File: config.mk
export PLATFORM = sky130hd
export DESIGN_NAME = nca_cell
export DESIGN_NICKNAME = d
export VERILOG_FILES = /design/src/sv/nearest_center_assignment_defines.svh /design/src/sv/nca_pkg.sv /design/src/sv/nca_cell.sv
export SDC_FILE = /design/constraint.sdc
export NUM_CORES = 1
export LEC_CHECK = 0
export BUFFER_PORTS_ARGS = -buffer_cell sky130_fd_sc_hd__buf_2
export CORE_ASPECT_RATIO = 0.8
export CORE_MARGIN = 1.5
export CORE_UTILIZATION = 53
export CTS_CLUSTER_SIZE = 16
export DETAILED_ROUTE_END_ITERATION = 8
export PLACE_DENSITY = 0.7
export SYNTH_ARGS = -nofsm -noshare
export SYNTH_HDL_FRONTEND = slang
export SYNTH_SLANG_ARGS = --single-unit
File: constraint.sdc
create_clock -name clk -period 28.6 [get_ports clk]
set_clock_uncertainty 0.05 [all_clocks]
set_input_delay 2.86 -clock clk [delete_from_list [all_inputs] [get_ports clk]]
set_output_delay 2.86 -clock clk [all_outputs]
set_load 0.01 [all_outputs]
File: src/sv/nearest_center_assignment_defines.svh
// ----------------------------------------------------------------------------
// Assertion macros for the nearest center assignment block
// Each macro expands to a labeled concurrent assertion, or to nothing when
// NO_ASSERTIONS is defined.
// ----------------------------------------------------------------------------
`ifndef NEAREST_CENTER_ASSIGNMENT_DEFINES_SVH
`define NEAREST_CENTER_ASSIGNMENT_DEFINES_SVH
`ifndef NO_ASSERTIONS
// Checked at each rising clock edge, switched off while reset is high.
`define NCA_ASSERT(lbl, pclk, prst, prop, msg) \
  lbl: assert property (@(posedge pclk) disable iff (prst) prop) else $error(msg);
// Checked at each rising clock edge, reset included.
`define NCA_ASSERT_NORST(lbl, pclk, prop, msg) \
  lbl: assert property (@(posedge pclk) prop) else $error(msg);
`else
`define NCA_ASSERT(lbl, pclk, prst, prop, msg)
`define NCA_ASSERT_NORST(lbl, pclk, prop, msg)
`endif
`endif

File: src/sv/nca_pkg.sv
// ----------------------------------------------------------------------------
// Nearest center assignment package
// Shared widths, register and request codes, and the request, result and
// chain token types.
// ----------------------------------------------------------------------------
package nca_pkg;

  // Field widths.
  localparam int COORD_W  = 16;
  localparam int SLOT_W   = 4;
  localparam int CENTER_W = 4;
  localparam int DIST_W   = 36;
  localparam int CFG_W    = 5;

  // Configuration port widths.
  localparam int PADDR_W = 3;
  localparam int PDATA_W = 32;

  // Default sizes of the center store.
  localparam int DEF_MAX_CENTERS = 16;
  localparam int DEF_MAX_DIMS    = 16;

  // Register reset value for both count registers.
  localparam logic [CFG_W-1:0] CFG_RESET = 5'd16;

  // Register index, taken from address bit 2.
  localparam logic REG_CENTERS = 1'b0;
  localparam logic REG_DIMS    = 1'b1;

  // Request kinds.
  localparam logic REQ_LOAD  = 1'b0;
  localparam logic REQ_POINT = 1'b1;

  // One request as it arrives.
  typedef struct packed {
    logic                      req_type;
    logic [SLOT_W-1:0]         center_slot;
    logic [SLOT_W-1:0]         coord_slot;
    logic signed [COORD_W-1:0] coord_value;
  } nca_req_t;

  // One result.
  typedef struct packed {
    logic [CENTER_W-1:0] best_center;
    logic [DIST_W-1:0]   best_distance;
  } nca_result_t;

  // Token handed from cell to cell along the chain.
  typedef struct packed {
    logic                      valid;
    logic                      point;
    logic                      load_ok;
    logic                      last;
    logic [SLOT_W-1:0]         center_slot;
    logic signed [COORD_W-1:0] coord_value;
    logic [DIST_W-1:0]         best_dist;
  } nca_tok_t;

endpackage

File: src/sv/nca_cell.sv
// ----------------------------------------------------------------------------
// Nearest center assignment cell
// Holds the coordinates and the running distance of one center. A request
// passes through four stages: store access, squared difference,
// accumulation, and update of the best center carried by the token.
// ----------------------------------------------------------------------------
module nca_cell #(
  parameter int MAX_DIMS = nca_pkg::DEF_MAX_DIMS,
  parameter int CELL_IDX = 0,
  parameter int DIM_W    = 4,
  parameter int IDX_W    = 4
) (
  input  logic                clk,
  input  logic                rst,
  input  logic                adv,
  input  logic                active,
  input  nca_pkg::nca_tok_t   tok_in,
  input  logic [DIM_W-1:0]    addr_in,
  input  logic [IDX_W-1:0]    idx_in,
  output nca_pkg::nca_tok_t   tok_out,
  output logic [DIM_W-1:0]    addr_out,
  output logic [IDX_W-1:0]    idx_out
);

  localparam int SQ_W = 2 * nca_pkg::COORD_W;

  // Coordinate store of this center, undefined until loaded.
  logic signed [nca_pkg::COORD_W-1:0] mem [MAX_DIMS];
  logic signed [nca_pkg::COORD_W-1:0] coord_q;

  // Stage registers.
  nca_pkg::nca_tok_t          tok1, tok2, tok3, tok4;
  logic [DIM_W-1:0]           addr1, addr2, addr3, addr4;
  logic [IDX_W-1:0]           idx1, idx2, idx3, idx4;
  logic [SQ_W-1:0]            sq2;
  logic [nca_pkg::DIST_W-1:0] sum3;
  logic [nca_pkg::DIST_W-1:0] acc;

  // Combinational values between stages.
  logic                         wr_en;
  logic signed [nca_pkg::COORD_W:0] diff;
  logic [nca_pkg::COORD_W:0]    diff_abs;
  logic [nca_pkg::COORD_W-1:0]  mag;
  logic [SQ_W-1:0]              sq;
  logic [nca_pkg::DIST_W:0]     acc_sum;
  logic [nca_pkg::DIST_W-1:0]   acc_sat;
  logic                         take;
  nca_pkg::nca_tok_t            tok3_upd;

  assign wr_en = tok_in.valid && tok_in.load_ok &&
                 (32'(tok_in.center_slot) == CELL_IDX);

  // Store write by a load and registered read for a point.
  always_ff @(posedge clk) begin
    if (adv) begin
      if (wr_en) begin
        mem[addr_in] <= tok_in.coord_value;
      end
      coord_q <= mem[addr_in];
    end
  end

  // Squared difference; the magnitude always fits the coordinate width.
  assign diff     = {tok1.coord_value[nca_pkg::COORD_W-1], tok1.coord_value} -
                    {coord_q[nca_pkg::COORD_W-1], coord_q};
  assign diff_abs = diff[nca_pkg::COORD_W] ? (-diff) : diff;
  assign mag      = diff_abs[nca_pkg::COORD_W-1:0];
  assign sq       = SQ_W'(mag) * SQ_W'(mag);

  // Saturating accumulation.
  assign acc_sum = {1'b0, acc} + (nca_pkg::DIST_W + 1)'(sq2);
  assign acc_sat = acc_sum[nca_pkg::DIST_W] ? '1 : acc_sum[nca_pkg::DIST_W-1:0];

  // A finished point takes this center when it is the first one, or when this
  // center is in use and strictly nearer than the best so far.
  assign take = tok3.valid && tok3.point && tok3.last &&
                ((CELL_IDX == 0) || (active && (sum3 < tok3.best_dist)));

  // Token for the next cell, carrying this distance when this center wins.
  always_comb begin
    tok3_upd = tok3;
    if (take) begin
      tok3_upd.best_dist = sum3;
    end
  end

  // Pipeline stages and the running distance.
  always_ff @(posedge clk) begin
    if (rst) begin
      tok1.valid <= 1'b0;
      tok2.valid <= 1'b0;
      tok3.valid <= 1'b0;
      tok4.valid <= 1'b0;
      acc        <= '0;
    end else if (adv) begin
      tok1  <= tok_in;
      addr1 <= addr_in;
      idx1  <= idx_in;

      tok2  <= tok1;
      addr2 <= addr1;
      idx2  <= idx1;
      sq2   <= sq;

      tok3  <= tok2;
      addr3 <= addr2;
      idx3  <= idx2;
      sum3  <= acc_sat;
      if (tok2.valid && tok2.point) begin
        acc <= tok2.last ? '0 : acc_sat;
      end

      tok4  <= tok3_upd;
      addr4 <= addr3;
      idx4  <= take ? IDX_W'(CELL_IDX) : idx3;
    end
  end

  assign tok_out  = tok4;
  assign addr_out = addr4;
  assign idx_out  = idx4;

endmodule

# Yosys cells after proc, flatten, opt, wreduce, memory -nomap -nowiden
# Memory sizes are Yosys's and may differ from the RTL's. A register that Yosys moved wholly into a read port is not among the register bits.
# Cells that the tools add are included.
# totals
inputBits	72
mem_count	1
reg_bits	376
out_inout_bits	68
ram_bits	256
# mem_list
name	words	word_bits	read_ports	rd_ports_with_merged_regs	write_ports	line	text
mem	16	16	1	1	1	nca_cell.sv:28	logic signed [nca_pkg::COORD_W-1:0] mem [MAX_DIMS];
# op_classes
add_sub_neg	3
mul	1
reduce_logical	8
bitwise	1
muxes	7
# op_table
operator	count
36-bit two-way mux	3
36-bit by 32-bit adder with 37-bit output	1
16-bit by 16-bit multiplier with 32-bit output	1
16-bit by 16-bit subtractor with 17-bit output	1
16-bit two-way mux	1
16-bit negator	1
1-bit logical AND	5
4-bit zero test	1
2-bit AND reduction	2
1-bit two-way mux	3
1-bit inverter	1

# Depth between registers and ports, before layout
# depth
ltp_word	5
depth_mapped	38
ltp_nobuf	37

# Worst setup path before layout
# No wires, ideal clock.
# synth_path
kind	input -> register
from	input port adv
to	register addr1[0], enable pin
required_time_ps	27475
path_slack_ps	9612
arrival_ps	17864
path_stages	2
cell_sequence	clkbuf_1 nor2b_1
# synth_between
elab_chain_cells	1
# synth_lines
element	line	text
start: declaration	nca_cell.sv:15	input logic adv,
2-bit AND reduction (no line)	-	
end signal: assignment	nca_cell.sv:97	addr1 <= addr_in;
end: declaration	nca_cell.sv:33	logic [DIM_W-1:0] addr1, addr2, addr3, addr4;
# No other way between the ends.
# A chain may end at the register's enable or synchronous reset.

# Final worst setup path
# layout_path
from	register tok1[41] (netlist name)
to	register sq2[30] (data pin)
# layout_between
elab_chain_cells	4
# layout_lines
element	line	text
start: declaration	nca_cell.sv:32	nca_pkg::nca_tok_t tok1, tok2, tok3, tok4;
start signal: assignment	nca_cell.sv:96	tok1 <= tok_in;
16-bit by 16-bit subtractor with 17-bit output *	nca_cell.sv:64	assign diff = {tok1.coord_value[nca_pkg::COORD_W-1], tok1.coord_value} -
16-bit negator	nca_cell.sv:66	assign diff_abs = diff[nca_pkg::COORD_W] ? (-diff) : diff;
16-bit two-way mux *	nca_cell.sv:66	
16-bit by 16-bit multiplier with 32-bit output *	nca_cell.sv:68	assign sq = SQ_W'(mag) * SQ_W'(mag);
named net sq[30]	nca_cell.sv:44	logic [SQ_W-1:0] sq;
end signal: assignment	nca_cell.sv:103	sq2 <= sq;
end: declaration	nca_cell.sv:35	logic [SQ_W-1:0] sq2;
# The timed path passes the listed nets; every way through them passes the cells marked *.

==> impl_metrics.tcl <==
set metrics [dict create \
    critPathCaptureType "flip-flop" \
    via_per_inst 5.64 \
    synthFlopType "edfxtp_1" \
    cts_sinks 647 \
    slowest_stage "a2111oi_0" \
    drt_pass1_iterations 5 \
    drt_iter0_markers 1486 \
    slowest_delay_ns 0.81 \
    syn-mean-instance-area_um2 14.9 \
    htree_levels 2 \
    final_common_cell "edfxtp_1" \
    final-hold-violation-count 0 \
    seq_area_um2 19000 \
    grt_pass1_vias 18200 \
    dieArea_um2 62100 \
    grt_pass1_wl_mm 102 \
    cts.path.max_buffers 3 \
    slew_viol_final 0 \
    antenna_found_initial 3 \
    ant_nets 0 \
    die_w_um 278 \
    place_hpwl_mm 44.8 \
    overflow 0 \
    grt_max_degree 81 \
    min_from "tok1[28]$_DFFE_PP_" \
    multiInputGateArea_um2 11900 \
    ios 140 \
    reg2reg_from "tok1[41]$_DFFE_PP_" \
    final_cell_mix "607 x edfxtp_1, 276 x inv_1, 164 x fa_1" \
    wl_per_cell_um 20.6 \
    maxSlewHeadroom 0.156 \
    cts_resized 0 \
    maxCapViolations 0 \
    fin_crit_sh 0.367 \
    startpoint "tok1[41]$_DFFE_PP_" \
    path_buf_inv 3 \
    max_freq_ghz 0.0952 \
    rsz0062_at_grt "no" \
    via_count 17800 \
    core_um2 59800 \
    numCtsBuffers 58 \
    ys_seq_area_frac 0.592 \
    cp_common_cell "fa_1" \
    wl_mm 65.0 \
    drive_above_1_share 0.179 \
    port_buffers 138 \
    drc 0 \
    whs_ns 0.339 \
    syn_to_final_growth_pct 11.8 \
    crit_type "reg -> reg" \
    synthesis.area_um2 32100 \
    fill_cells 4435 \
    clock_latency_ns 0.63 \
    setup_viol 0 \
    synth-warning-count 0 \
    cts_tree "built" \
    critPathTopFamily "adder cells" \
    status "complete, no violations" \
    rows 80 \
    finalSetupTns_ns 0 \
    postSynthCellCount 2161 \
    root_buffer "clkbuf_16" \
    syn_nets 2542 \
    fin_crit_ns 10.51 \
    async_flop_share 0 \
    tightest_slew_ns 1.26 \
    hp-class "reg -> reg" \
    cts_setup_buffers 0 \
    fin_nets 2715 \
    critPathArrivalTime_ns 10.83 \
    die_height_um 223 \
    synth-edff-count 607 \
    routabilityCongestion 0.904 \
    start_util 0.538 \
    cts_hold_buf 0 \
    track_usage 0.213 \
    clk_pin_slew_worst_paths_ns 0.06 \
    worstPathRequired_ns 28.92 \
    synth_seq_cells 647 \
    cp_max_fo 8 \
    cp-start-kind "flip-flop" \
    synth_cell_types 80 \
]
==> cells by family after synthesis <==
family | count (synthesis) | share of synthesized area
AO/OA/AOI/OAI | 282 | 0.0615
multiplexers | 124 | 0.0713
AND/OR/NAND/NOR | 374 | 0.0529
flip-flops | 647 | 0.592
adder cells (fa/ha/maj) | 309 | 0.159
XOR/XNOR | 85 | 0.0232
buffers and inverters | 340 | 0.0400
==> sequential cells by signal, indices dropped and copies added, names as in the netlist <==
signal    flops
addr3         4
sq2          31
idx2          4
idx_out       4
mem         256
addr1         4
sum3         36
acc          36
tok3         60
addr2         4
coord_q      16
addr_out      4
tok2         60
idx1          4
idx3          4
tok1         60
tok_out      60
==> through the flow <==
| step | instances | util | setup slack, ns | cell area, um^2 |
|---|---|---|---|---|
| floorplan | 2161 | - | 9.61 | 32100 |
| global placement | 3053 | 0.567 | 18.44 | 33900 |
| detailed placement | 3053 | 0.567 | 18.26 | 33900 |
| CTS | 3160 | 0.601 | 18.24 | 35900 |
| global route | 3161 | 0.601 | 17.62 | 35900 |
| finish | 3163 | 0.601 | 18.09 | 35900 |
==> per-layer routing <==
metal  share of wire  global-route usage
met4           0.024              0.0629
met2            0.44               0.316
met5         0.00035                   0
met3           0.081              0.0463
met1            0.46               0.319
==> cells in the mapped netlist, types with 6 or more instances <==
master / n / area share
edfxtp_1: 607 / 0.57
inv_1: 276 / 0.032
fa_1: 164 / 0.10
ha_1: 145 / 0.056
nand2_1: 140 / 0.016
nor2_1: 114 / 0.013
mux4_2: 80 / 0.056
a21oi_1: 64 / 0.010
xnor2_1: 46 / 0.013
a21o_1: 44 / 0.010
clkbuf_1: 42 / 0.0049
o21ai_0: 41 / 0.0064
dfxtp_1: 40 / 0.025
mux2_2: 39 / 0.014
xor2_1: 39 / 0.011
a22o_1: 32 / 0.0087
nor3_1: 21 / 0.0033
nand3_1: 20 / 0.0031
nand2b_1: 16 / 0.0031
buf_1: 15 / 0.0018
o21bai_1: 14 / 0.0033
o21a_1: 12 / 0.0028
and3_1: 11 / 0.0021
nor2b_1: 8 / 0.0016
nand4_1: 7 / 0.0014
o31ai_1: 7 / 0.0016
or2_2: 7 / 0.0014
a211oi_1: 6 / 0.0014
a31oi_1: 6 / 0.0012
==> worst paths after layout <==
path	to	slack, ns	depth (start not counted)
worst min-delay path	tok2[28]$_DFFE_PP_	0.34	0
worst min register to register	tok2[28]$_DFFE_PP_	0.34	0
worst max register to register	sq2[30]$_DFFE_PP_	18.09	30
worst max-delay path	sq2[30]$_DFFE_PP_	18.09	30
==> cell type report <==
type                       count  share of cell area
timing repair buffer         172              0.0264
inverter                     281              0.0294
antenna                        3            0.000209
multi-input combinational   1174               0.332
tap                          779              0.0272
sequential                   647               0.530
clock inverter                28             0.00945
clock buffer                  79              0.0458
Power is not shown: default switching activity piles up to over one toggle a cycle in this logic, so the estimate is an artifact.
